==> config.mk <==
export PLATFORM = sky130hd
export DESIGN_NAME = eoc_ram
export DESIGN_NICKNAME = d
export VERILOG_FILES = /design/src/rtl/eoc_ram.sv
export SDC_FILE = /design/constraint.sdc
export NUM_CORES = 1
export LEC_CHECK = 0
export ABC_AREA = 1
export BUFFER_PORTS_ARGS = -buffer_cell sky130_fd_sc_hd__buf_2
export CAP_MARGIN = 25
export CORE_ASPECT_RATIO = 0.9
export CORE_UTILIZATION = 55
export CTS_CLUSTER_SIZE = 16
export DETAILED_ROUTE_END_ITERATION = 8
export GPL_ROUTABILITY_DRIVEN = 0
export PLACE_DENSITY = 0.83
export SETUP_SLACK_MARGIN = 0.2
export SLEW_MARGIN = 20
export SYNTH_ARGS = -nofsm -noshare
export SYNTH_HDL_FRONTEND = slang
export SYNTH_SLANG_ARGS = --single-unit
==> constraint.sdc <==
create_clock -name i_clk -period 1.05 [get_ports i_clk]
set_input_delay 0.1575 -clock i_clk [delete_from_list [all_inputs] [get_ports i_clk]]
set_output_delay 0.1575 -clock i_clk [all_outputs]
set_load 0.02 [all_outputs]
==> src/rtl/eoc_ram.sv <==
// Generic single-write, single-read synchronous RAM with registered read.
// No dependencies.
`default_nettype none
module eoc_ram #(
    parameter int WIDTH = 8,
    parameter int DEPTH = 16
) (
    input  wire logic                     i_clk,
    input  wire logic                     i_we,
    input  wire logic [$clog2(DEPTH)-1:0] i_waddr,
    input  wire logic [WIDTH-1:0]         i_wdata,
    input  wire logic [$clog2(DEPTH)-1:0] i_raddr,
    output logic      [WIDTH-1:0]         o_rdata
);
    logic [WIDTH-1:0] r_mem [DEPTH];

    always_ff @(posedge i_clk) begin
        if (i_we) begin
            r_mem[i_waddr] <= i_wdata;
        end
        o_rdata <= r_mem[i_raddr];
    end
endmodule
`default_nettype wire

==> impl_metrics.py <==
metrics = {
    "outcome": {
        "run_status": "finished with violations",
        "violations": "negative setup slack",
    },
    "routing": {
        "wl_per_cell_um": 18.1,
        "drtAntennaViolNets": 0,
        "drt_iter0_markers": 413,
        "firstDrtPassIters": 6,
        "totalWireLength_mm": 13.5,
        "drt-vias-per-instance": 5.43,
        "drc": 0,
        "num_vias": 4040,
    },
    "clock_network": {
        "cts_buffer_depth": 2,
        "root_buffer": "clkbuf_16",
        "clk_pin_slew_ns": 0.06,
        "insertion_delay_ns": 0.41,
        "post_cts_buffers": 0,
        "cts_tree": "yes",
        "ctsHtreeMaxLevel": 4,
        "clock-sinks": 136,
        "cts_buffers": 17,
    },
    "pwr": {
        "netSwitchingPower_mw": 2.85,
        "ir_drop_mv": 1.44,
        "switching_share": 0.228,
        "p_per_area_nw_per_um2": 1740,
        "combPwrFrac": 0.083,
        "p_clk_frac": 0.426,
        "power_mw": 12.5,
        "seqPwrFrac": 0.490,
        "leakagePower_nw": 3.09,
        "p_int_mw": 9.64,
    },
    "cells_and_area": {
        "finalInstanceArea_um2": 7180,
        "fillers": 656,
        "area_growth_pct": 24.5,
        "fin_util": 0.703,
        "antenna_cells": 0,
        "final_cell_mix": "160 x nand2_1, 128 x edfxtp_1, 96 x inv_1",
        "fin_nets": 620,
        "drive_gt1_frac": 0.281,
        "layout_commonest_cell": "nand2_1",
    },
    "global_route": {
        "gr-total-overflow": 0,
        "antenna_found_initial": 0,
        "grtUsageTotal": 0.271,
        "grt_max_degree": 41,
        "grt_pass1_vias": 3985,
        "grt_first_pass_wirelength_mm": 20.8,
    },
    "sta": {
        "finClkSkew_ns": 0.00916,
        "hold_viol_final": 0,
        "maxSlewViolCount": 0,
        "rsz0062_at_grt": "yes",
        "layout_min_cycle_time_ns": 1.06,
        "slew_headroom": 0.719,
        "min_period_over_period": 1.01,
        "worst_pin_slew_ns": 0.422,
        "setup_slack_ns": -0.0141,
        "hold_ws_ns": 0.148,
        "setup_viol": 1,
        "max_freq_mhz": 940,
    },
    "critical_path": {
        "cp.buffers_inverters": 0,
        "critical_path_class": "reg2reg",
        "critPathLaunchType": "register",
        "arrival_ns": 1.36,
        "worst_setup_path_end_kind": "register",
        "crit_chain": "nand2_1 > nand2_1 > nand2_1 > nand3_1 > nand3_2 > nand2_2",
        "slowest_stage": "edfxtp_1",
        "cp_max_fo": 1,
        "crit_family": "simple AND/OR/NAND/NOR gates",
        "max_stage_delay_ns": 0.41,
        "crit_top_cell": "nand2_1",
        "crit_required_ns": 1.35,
    },
    "logic_synthesis": {
        "syn_area_per_cell_um2": 10.5,
        "synth_nets": 569,
        "ys_ff_latch": 136,
        "synthCells": 551,
        "ys_warn_count": 0,
        "synthDistinctLibCells": 12,
        "ys_seq_area_frac": 0.694,
        "synth_area_um2": 5770,
    },
    "placed_design": {
        "hpwl_mm": 8.34,
        "io_buffers": 25,
        "placed_cell_area_um2": 6350,
    },
    "die": {
        "core_um2": 10200,
        "fp.dieH_um": 99.1,
        "die_x_um": 110,
        "start_util": 0.565,
        "boundaryPins": 26,
        "row_count": 35,
        "dieArea_um2": 10900,
    },
    "run": {
        "max-cap-violations": 0,
    },
    "worst_hold_path": {
        "hp-class": "in2reg",
    },
}
==> registers in the layout, indices dropped and copies added, names as in the netlist <==
register,count
o_rdata,8
r_mem,128
==> power by group through the flow <==
stage	Clock [mW]	Sequential [mW]	Combinational, mW
6_report	5.32	6.12	1.04
3_3_place_gp	0	6.21	0.864
3_5_place_dp	0	6.22	0.892
5_1_grt	5.57	6.13	1.13
2_1_floorplan	0	6.26	0.462
4_1_cts	5.35	6.12	0.988
==> routing by layer <==
metal  vias to the layer above  global-route usage  routed length [um]
met4                         0               0.125                 302
li1                       1884                   -                   -
met5                         -                   0                   0
met1                      1907               0.334                5180
met3                        28              0.0786                1200
met2                       221               0.441                6810
==> Yosys cell counts <==
cell type	number	area, um^2
nand3b_1	2	15.0
nand2_1	173	649
edfxtp_1	128	3840
buf_1	1	3.75
inv_1	100	375
buf_2	13	65.1
nand3_1	97	485
buf_4	4	30.0
inv_2	2	7.51
dfxtp_1	8	160
buf_6	6	67.6
nor2_1	17	63.8
==> area by class of cell <==
cell class | instances | area, um^2 | share of cell area
tap | 129 | 161 | 0.0225
sequential | 136 | 4010 | 0.559
timing repair buffer | 56 | 520 | 0.0725
multi-input combinational | 289 | 1570 | 0.219
inverter | 102 | 383 | 0.0533
clock buffer | 24 | 482 | 0.0671
clock inverter | 8 | 45.0 | 0.00628
==> stage by stage <==
stage	setup TNS [ns]	std cells	setup WS [ns]
after global placement	-13.05	712	-0.152
after global routing	0	744	0.00667
after detailed placement	-18.41	712	-0.170
after floorplan	0	551	0.0189
final	-0.0141	744	-0.0141
after CTS	0	744	0.0153
==> final timing paths <==
check,from,endpoint,slack (ns),cells past startpoint
max,r_mem[3][1],o_rdata[1],-0.01,6
max reg2reg,r_mem[3][1],o_rdata[1],-0.01,6
min reg2reg,r_mem[14][4],o_rdata[4],0.70,6
min,i_wdata[1],r_mem[7][1],0.15,1
==> repair_timing <==
item / CTS / global route
pin swaps: 29 / 19
hold buffers: 0 / 0
resized for setup: 54 / 26
hold endpoints to repair: 0 / 0
setup endpoints to repair: 16 / 16
==> logic make-up after synthesis <==
kind of cell	count (synthesis)	synth area share
buffers and inverters	126	0.0952
DFF	136	0.694
and+or+nand+nor	289	0.210
Note: power is estimated with default switching activity, not from simulation.
