## config.mk

```make
export PLATFORM = sky130hd
export DESIGN_NAME = eoc_mul
export DESIGN_NICKNAME = d
export VERILOG_FILES = /design/src/rtl/eoc_mul.sv
export SDC_FILE = /design/constraint.sdc
export NUM_CORES = 1
export LEC_CHECK = 0
export BUFFER_PORTS_ARGS = -buffer_cell sky130_fd_sc_hd__buf_4
export CAP_MARGIN = 15
export CORE_MARGIN = 1.5
export CORE_UTILIZATION = 53
export CTS_BUF_LIST = sky130_fd_sc_hd__clkbuf_8
export DETAILED_ROUTE_END_ITERATION = 8
export PLACE_DENSITY = 0.82
export SLEW_MARGIN = 20
export SYNTH_ARGS = -nofsm -noshare
export SYNTH_HDL_FRONTEND = slang
export SYNTH_SLANG_ARGS = --single-unit
```

## constraint.sdc

```tcl
create_clock -name i_clk -period 2.33 [get_ports i_clk]
set_clock_uncertainty 0.2 [all_clocks]
set_input_delay 0.233 -clock i_clk [delete_from_list [all_inputs] [get_ports i_clk]]
set_output_delay 0.233 -clock i_clk [all_outputs]
set_load 0.05 [all_outputs]
```

## src/rtl/eoc_mul.sv

```systemverilog
// Shift-add multiplier, one multiplier bit per cycle, ends early on zero.
// Depends on nothing.
`default_nettype none
module eoc_mul #(
    parameter int A_W = 8,
    parameter int B_W = 8
) (
    input  wire logic               i_clk,
    input  wire logic               i_rst_n,
    input  wire logic               i_start,
    input  wire logic [A_W-1:0]     i_a,
    input  wire logic [B_W-1:0]     i_b,
    output logic                    o_done,
    output logic [A_W+B_W-1:0]      o_prod
);
    localparam int P_W = A_W + B_W;

    logic           r_busy;
    logic [P_W-1:0] r_acc;
    logic [P_W-1:0] r_a;
    logic [B_W-1:0] r_b;

    assign o_done = r_busy && (r_b == '0);
    assign o_prod = r_acc;

    always_ff @(posedge i_clk) begin
        if (!i_rst_n) begin
            r_busy <= 1'b0;
        end else if (i_start) begin
            r_busy <= 1'b1;
        end else if (o_done) begin
            r_busy <= 1'b0;
        end
    end

    always_ff @(posedge i_clk) begin
        if (i_start) begin
            r_acc <= '0;
            r_a   <= P_W'(i_a);
            r_b   <= i_b;
        end else if (r_busy && (r_b != '0)) begin
            if (r_b[0]) begin
                r_acc <= r_acc + r_a;
            end
            r_a <= {r_a[P_W-2:0], 1'b0};
            r_b <= r_b >> 1;
        end
    end
endmodule
`default_nettype wire

```

==> results.json <==
{
  "status": "complete, but fails checks",
  "violations": "setup timing",
  "yosysMostFrequentCell": "dfxtp_1",
  "grtUsageTotal_pct": 25.8,
  "fin_crit_ns": 2.48,
  "r2r_slack_ns": -0.15,
  "cts_buffer_depth": 2,
  "wl_met2_um": 2750,
  "syn_nets": 256,
  "die_y_um": 67.6,
  "dieArea_mm2": 0.00458,
  "ios": 36,
  "drc": 0,
  "leakagePower_nw": 1.32,
  "holdWs_ns": 0.0324,
  "maxCapViolCount": 0,
  "core-area_mm2": 0.00400,
  "yosys-top-cells-count": "25 x dfxtp_1, 23 x nand2_1, 21 x nor2_1",
  "holdCritPathClass": "in2reg",
  "synth_cell_types": 43,
  "relSlewSlack_pct": 70.7,
  "ys_ff_latch": 41,
  "rsz0062_at_grt": "true",
  "holdPathStages": 2,
  "clock.fmax_ghz": 0.403,
  "fin_util_pct": 77.2,
  "gp_congestion": 0.845,
  "multi_input_area_mm2": 0.00136,
  "vias": 1964,
  "io_buffers": 35,
  "avgSynthCellArea_um2": 10.0,
  "grt_first_pass_wirelength_um": 8800,
  "fin_setup_tns_ns": -0.359,
  "place_hpwl_um": 3700,
  "hold_path.startpoint": "i_a[2]",
  "drt_iter0_drc": 62,
  "slew_violations": 0,
  "cts_sinks": 41,
  "dr.pass1.iters": 4,
  "syn_to_final_growth_pct": 39.5,
  "syn_area_mm2": 0.00221,
  "cellPowerDensity_mw_per_mm2": 593,
  "setup.worst_path.start": "r_a[1]",
  "clk-insertion-delay-late_ns": 0.30,
  "grt-ovfl-total": 0,
  "antenna_found_initial": 0,
  "n_antenna_cell": 0,
  "numCtsBuffers": 5,
  "hold_viol": 0,
  "first_global_vias": 1938,
  "setup_viol": 5,
  "tightestPinTransition_ns": 0.440,
  "root_buffer": "clkbuf_8",
  "die_w_um": 67.6,
  "num_rows": 23,
  "holdPathEnd": "r_a[2]",
  "wl_um": 5300,
  "synth_edf_count": 16,
  "synth_flop_cell": "dfxtp_1",
  "highest_layer": "met4",
  "yosys.area.top_type_share_pct": 22.6,
  "final_antenna_net_count": 0,
  "ys_top_cells_by_area": "dfxtp_1 23%, edfxtp_1 22%, ha_1 8.5%",
  "seqCellArea_mm2": 0.00101,
  "finalPower_mw": 1.83,
  "drive_above_1_share_pct": 45.7,
  "endpoint_kind": "register",
  "yosys_warnings": 0,
  "reg2reg_depth": 9,
  "period_share_pct": 106,
  "synth_cells": 221,
  "peakVddDrop_uv": 380,
  "clk_pin_slew_ns": 0.08,
  "post-synth-top-area-cell": "dfxtp_1",
  "timing.rr.start": "r_a[1]",
  "crit_type": "reg2reg",
  "grt_max_degree": 42,
  "required_ns": 2.37,
  "cts_tree": "yes",
  "arrival_ns": 2.52,
  "wl_met3_um": 217,
  "final_nets": 327,
  "async_flop_share_pct": 0,
  "fin_ws_ns": -0.149,
  "initial_core_util_pct": 55.4,
  "final.fill_count": 275,
  "crit_fanout": 3,
  "reg2reg_to": "o_prod[11]",
  "start_kind": "register",
  "synth.yosys.seq_area_share_pct": 44.3,
  "viasPerCell": 5.73,
  "wl_per_cell_um": 15.5,
  "m1WireLength_um": 2220,
  "htree_levels": 2
}
-- area by class of cell --
cell class	count	share of cell area, %
flip-flops and latches	41	32.8
repair buffers	71	17.3
inverters	3	0.365
clock buffers	5	2.23
multi-input cells	170	43.9
well taps	50	2.03
clock inverters	3	1.34
-- per-stage QoR --
step | setup WS [ns] | std cells | cell area, um2
5_1_grt | -0.247 | 343 | 3090
4_1_cts | -0.0879 | 338 | 3000
3_5_place_dp | -0.134 | 327 | 2820
3_3_place_gp | -0.0525 | 327 | 2820
6_report | -0.149 | 343 | 3090
2_1_floorplan | -0.0191 | 221 | 2310
-- worst max path at each step --
| stage | slack [ns] | end |
|---|---|---|
| after floorplan | -0.02 | o_prod[15] |
| after detailed placement | -0.13 | o_prod[15] |
| after CTS | -0.09 | o_prod[15] |
| final | -0.15 | o_prod[11] |
| after global routing | -0.25 | o_prod[11] |
| after global placement | -0.05 | o_prod[15] |
-- registers in the layout (all words and copies together) (netlist names) --
signal  count
o_prod     16
r_a        16
r_busy      1
r_b         8
-- layout by cell type, fill, tap and decap left out, types with 3 or more instances in the layout --
master,count
dfxtp_1,12
nor2_1,21
ha_4,6
edfxtp_1,16
a21oi_1,9
and2_1,5
inv_1,3
mux2i_1,9
nand3_1,6
dfxtp_4,7
ha_1,7
buf_4,70
nand2_1,23
clkbuf_8,5
xnor2_1,5
mux2_2,14
o21ai_0,7
a21o_1,4
a21oi_2,8
dfxtp_2,6
a211oi_1,4
-- repair_timing --
item | CTS | global route
hold endpoints to repair | 1 | 0
endpoints found under the setup margin | 6 | 6
cloned | 0 | 0
resized for setup | 9 | 8
hold buffers | 1 | 0
pin swaps | 11 | 5
setup buffers | 2 | 5
-- metal layers --
layer	GRT usage, %	vias to the layer above
met5	0	-
met4	10.2	0
met3	5.33	11
met2	46.8	64
met1	29.3	935
li1	-	954
-- kinds of logic after synthesis --
family / after synthesis / synth area share, %
compound gates: 48 / 14.1
simple gates: 75 / 16.1
fa+ha+maj: 16 / 9.38
buf+inv: 10 / 1.70
xor+xnor: 7 / 2.77
flops: 41 / 44.3
mux: 24 / 11.7
-- power breakdown --
part	switching (mW)	leakage, nW	internal, mW
Combinational	0.217	0.899	0.206
Sequential	0.0391	0.374	0.799
Clock	0.255	0.0518	0.315
Total	0.511	1.32	1.32
-- critical path, cell delays in order (launching register included) --
cell and delay [ns]:
edfxtp_1 0.43, ha_4 0.29, a21oi_2 0.05, nand4b_1 0.20
a21oi_2 0.19, buf_4 0.13, o41a_1 0.19, a41oi_2 0.14
or4_4 0.54, nand3_2 0.08
Note: power is estimated with default switching activity, not from simulation.
