[src/rtl/eoc_sqrt.sv]
// Digit-by-digit integer square root, one root bit per cycle.
// Depends on nothing.
`default_nettype none
module eoc_sqrt #(
    parameter int OP_W = 16
) (
    input  wire logic              i_clk,
    input  wire logic              i_rst_n,
    input  wire logic              i_start,
    input  wire logic [OP_W-1:0]   i_op,
    output logic                   o_done,
    output logic [OP_W/2-1:0]      o_root
);
    localparam int RT_W  = OP_W / 2;
    localparam int REM_W = RT_W + 2;
    localparam int CNT_W = $clog2(RT_W + 1);

    logic             r_busy;
    logic [CNT_W-1:0] r_cnt;
    logic [OP_W-1:0]  r_op;
    logic [REM_W-1:0] r_rem;
    logic [RT_W-1:0]  r_root;
    logic [REM_W:0]   rem_sh;
    logic [REM_W:0]   trial;
    logic             ge;

    assign o_done = r_busy && (r_cnt == '0);
    assign o_root = r_root;
    assign rem_sh = {r_rem[REM_W-2:0], r_op[OP_W-1 -: 2]};
    assign trial  = (REM_W + 1)'({r_root, 2'b01});
    assign ge     = rem_sh >= trial;

    always_ff @(posedge i_clk) begin
        if (!i_rst_n) begin
            r_busy <= 1'b0;
        end else if (i_start) begin
            r_busy <= 1'b1;
        end else if (o_done) begin
            r_busy <= 1'b0;
        end
    end

    always_ff @(posedge i_clk) begin
        if (i_start) begin
            r_cnt  <= CNT_W'(RT_W);
            r_op   <= i_op;
            r_rem  <= '0;
            r_root <= '0;
        end else if (r_busy && (r_cnt != '0)) begin
            r_cnt  <= r_cnt - 1'b1;
            r_op   <= {r_op[OP_W-3:0], 2'b00};
            r_rem  <= ge ? REM_W'(rem_sh - trial) : REM_W'(rem_sh);
            r_root <= {r_root[RT_W-2:0], ge};
        end
    end
endmodule
`default_nettype wire

[config.mk]
export PLATFORM = sky130hd
export DESIGN_NAME = eoc_sqrt
export DESIGN_NICKNAME = d
export VERILOG_FILES = /design/src/rtl/eoc_sqrt.sv
export SDC_FILE = /design/constraint.sdc
export NUM_CORES = 1
export LEC_CHECK = 0
export ABC_AREA = 1
export BUFFER_PORTS_ARGS = -buffer_cell sky130_fd_sc_hd__buf_2
export CAP_MARGIN = 40
export CORE_ASPECT_RATIO = 0.6
export CORE_MARGIN = 2
export CORE_UTILIZATION = 51
export CTS_CLUSTER_DIAMETER = 120
export DETAILED_ROUTE_END_ITERATION = 16
export HOLD_SLACK_MARGIN = 0.02
export PLACE_DENSITY = 0.75
export SLEW_MARGIN = 0
export SYNTH_ARGS = -nofsm -noshare
export SYNTH_HDL_FRONTEND = slang
export SYNTH_SLANG_ARGS = --single-unit
[constraint.sdc]
create_clock -name i_clk -period 1.4 [get_ports i_clk]
set_input_delay 0.21 -clock i_clk [delete_from_list [all_inputs] [get_ports i_clk]]
set_output_delay 0.21 -clock i_clk [all_outputs]
set_load 0.01 [all_outputs]
==> results by group <==
Power and ir drop
  • Lkg Pwr: 1.45 nW
  • Max VDD drop: 1020 uV
  • Pwr per Cell Area: about 2100 nW/um^2
  • Total Power: about 6.5 mW

Yosys
  • EDFF count, synth: 16
  • Count of cell types in the netlist: 30
  • Ys async rst share: 0%
  • Mapped Area: around 2100 sq um
  • Post-Synthesis Cells: roughly 270
  • Register area share after synthesis: roughly 44%
  • Top FF cell, synth: dfxtp_1
  • Synth warnings: 0
  • Avg Cell Area, Syn: approximately 7.8 sq um
  • Syn Nets: 298
  • #FFs+latches synth: 38

Finish
  • Commonest non-fill, non-tap cell in the layout: nand2_1
  • Layout area overhead: 45.7%
  • Register area: slightly above 900 sq um
  • Layout net count: about 370
  • Most frequent cells in the layout: nand2_1 (78), buf_4 (38), buf_2 (27), inv_1 (24), nand2_2 (18)
  • Layout fillers: 259
  • N_diodes: 0
  • Layout Cells excl Fill: around 390
  • Finished Core Util: ~76%
  • Multi-input combinational cell area: between 1000 and 1500 sq um
  • Layout cell share with drive strength beyond 1: between 50% and 60%

Critical path
  • Reg2reg end: r_rem[4]$_SDFFE_PP0P_
  • Crit path launch type: flop
  • Cell count of the worst reg-to-reg path: 10
  • CP endpoint kind: flop
  • CP arrival: approximately 1.8 ns
  • Critical R2R Launch: r_op[14]$_DFFE_PP_
  • WS Path Type: reg -> reg
  • Reg2reg setup slack: -0.20 ns
  • Worst Path Max Fanout: 4
  • CP Data Required Time: approximately 1.6 ns

Place
  • Placed instance count: 374
  • Half-perimeter wire length after detailed placement: ~3.5 mm
  • Dpl ws: -0.165 ns
  • # port buffers: 27
  • Final GP Congestion: approximately 0.93

Clocking
  • CTS tree: done
  • CTS buffer count: 5
  • Worst-Skew Late Latency: 0.29 ns
  • Clk slew on worst S/H paths: approximately 0.08 ns
  • Clock root cell: clkbuf_8
  • Max clock buf depth: 2
  • H-tree depth: 2
  • # clock sinks: 38

Global route
  • Vias in the first global route: about 1700
  • Initial antenna violation count: 0
  • Largest net degree at the start of global routing: 21
  • Gr usage total: between 20% and 30%
  • First-pass GRT wire length: about 8 mm
  • Grt ovf: 0

STA
  • Tcrit/Tclk final: 114%
  • RSZ-0062 raised after global routing: true
  • Worst slew margin: just over 80%
  • Final clock skew: between 0.005 and 0.006 ns
  • Max Freq: 626 MHz
  • Final Critical Period: approximately 1.6 ns
  • Fin Hold WS: about 0.13 ns
  • Setup violators final: 10
  • Post-route setup slack: -0.198 ns
  • Hold Vio Cnt, Final: 0
  • Slew @ Worst Pin: ~0.28 ns
  • Max Transition Viols Final: 0

Job
  • Max-Cap Viols: 0

Hold path
  • Worst hold stages: 3
  • Worst Hold Class: in -> reg
  • Hold_sp: i_rst_n
  • Hold endpoint: r_busy$_SDFFE_PN0P_

Route
  • Vias per inst: a little over 5
  • DRT antenna net count: 0
  • Final WL: roughly 5.5 mm
  • Vias: 1984
  • Initial DRC Count: roughly 130
  • Initial DRT Pass Iterations: 4
  • WL/cell: between 10 and 15 um
  • DR DRC count: 0

Die
  • # IOs: 28
  • Core Region: just over 4000 sq um
  • Die Width: a little under 90 um
  • DIE HEIGHT: between 50 and 60 um
  • Cell Rows: 18
  • Total die area: ~4700 sq um
  • Initial Utilization: between 50% and 60%

Status
  • Status: finished with violations
  • Violated checks: negative setup slack
kinds of logic after synthesis:
kind of cell | after synthesis | share of synthesized area, %
and+or+nand+nor | 143 | 31.5
buffers and inverters | 48 | 9.23
DFF | 38 | 43.8
AOI/OAI and AO/OA | 25 | 7.68
adders and majority gates | 11 | 6.55
xor gates and xnor gates | 3 | 1.25
final cells by class:
type                       count  share of cell area [%]
tap                           50                    2.04
sequential                    38                    30.6
clock buffer                   5                    2.25
inverter                      44                    5.72
multi-input combinational    185                    42.9
clock inverter                 3                   0.531
timing repair buffer          69                    16.1
power by group:
part	switching (mW)	internal, mW
Clock	0.386	0.341
Combinational	2.47	1.78
Sequential	0.169	1.38
critical path: stages, from the launching register on:
cell and delay, ns:
edfxtp_1 0.52, inv_2 0.13, ha_4 0.14, inv_1 0.05, nand3_2 0.06, nand2_2 0.08
buf_4 0.16, xnor2_2 0.15, nand2_2 0.09, nand3_2 0.07, o21ai_2 0.05
synthesized netlist by cell type (3+ instances only):
cell	n	area [sq um]
dfxtp_1	22	440
inv_1	37	139
nand3b_1	4	30.0
nand2_1	95	357
a21oi_1	7	35.0
nand2_2	3	18.8
edfxtp_1	16	480
inv_2	5	18.8
nor2_1	10	37.5
o22ai_1	5	31.3
nand3_1	21	105
o21ai_1	5	25.0
ha_1	11	138
o22ai_2	3	37.5
buf_2	3	15.0
o21ai_0	3	15.0
flip-flops by register name (all words and copies together) (netlist names):
| signal | count |
|---|---|
| r_rem | 9 |
| o_root | 8 |
| r_busy | 1 |
| r_op | 16 |
| r_cnt | 4 |
timing repair:
item                       4_1_cts  5_1_grt
pin swaps                       10       24
hold buffers                     0        0
buffers inserted                 3        4
gates resized for setup         23       34
setup endpoints to repair       10       31
gates cloned                     2        3
layer usage:
| metal | GRT usage (%) | share of wire, % |
|---|---|---|
| met1 | 33.8 | 45 |
| met2 | 35.2 | 45 |
| met3 | 5.52 | 7.7 |
| met4 | 4.17 | 1.6 |
| met5 | 0 | 0 |
per-stage QoR:
stage / TNS (ns) / area (sq um)
6_report: -1.68 / 3060
5_1_grt: -2.45 / 3060
4_1_cts: -1.01 / 2860
3_5_place_dp: -1.38 / 2660
3_3_place_gp: -1.15 / 2660
2_1_floorplan: -0.500 / 2240
worst max-delay path by stage:
stage | cells after the start | startpoint | slack [ns] | end
after global placement | 11 | o_root[4]$_SDFFE_PP0P_ | -0.15 | r_rem[6]$_SDFFE_PP0P_
after floorplan | 11 | o_root[0]$_SDFFE_PP0P_ | -0.07 | r_rem[2]$_SDFFE_PP0P_
final | 10 | r_op[14]$_DFFE_PP_ | -0.20 | r_rem[4]$_SDFFE_PP0P_
after global routing | 11 | o_root[1]$_SDFFE_PP0P_ | -0.27 | r_rem[1]$_SDFFE_PP0P_
after detailed placement | 13 | r_op[14]$_DFFE_PP_ | -0.16 | r_rem[8]$_SDFFE_PP0P_
after CTS | 10 | o_root[3]$_SDFFE_PP0P_ | -0.12 | r_rem[0]$_SDFFE_PP0P_
Power figures use the tool's default switching activity.
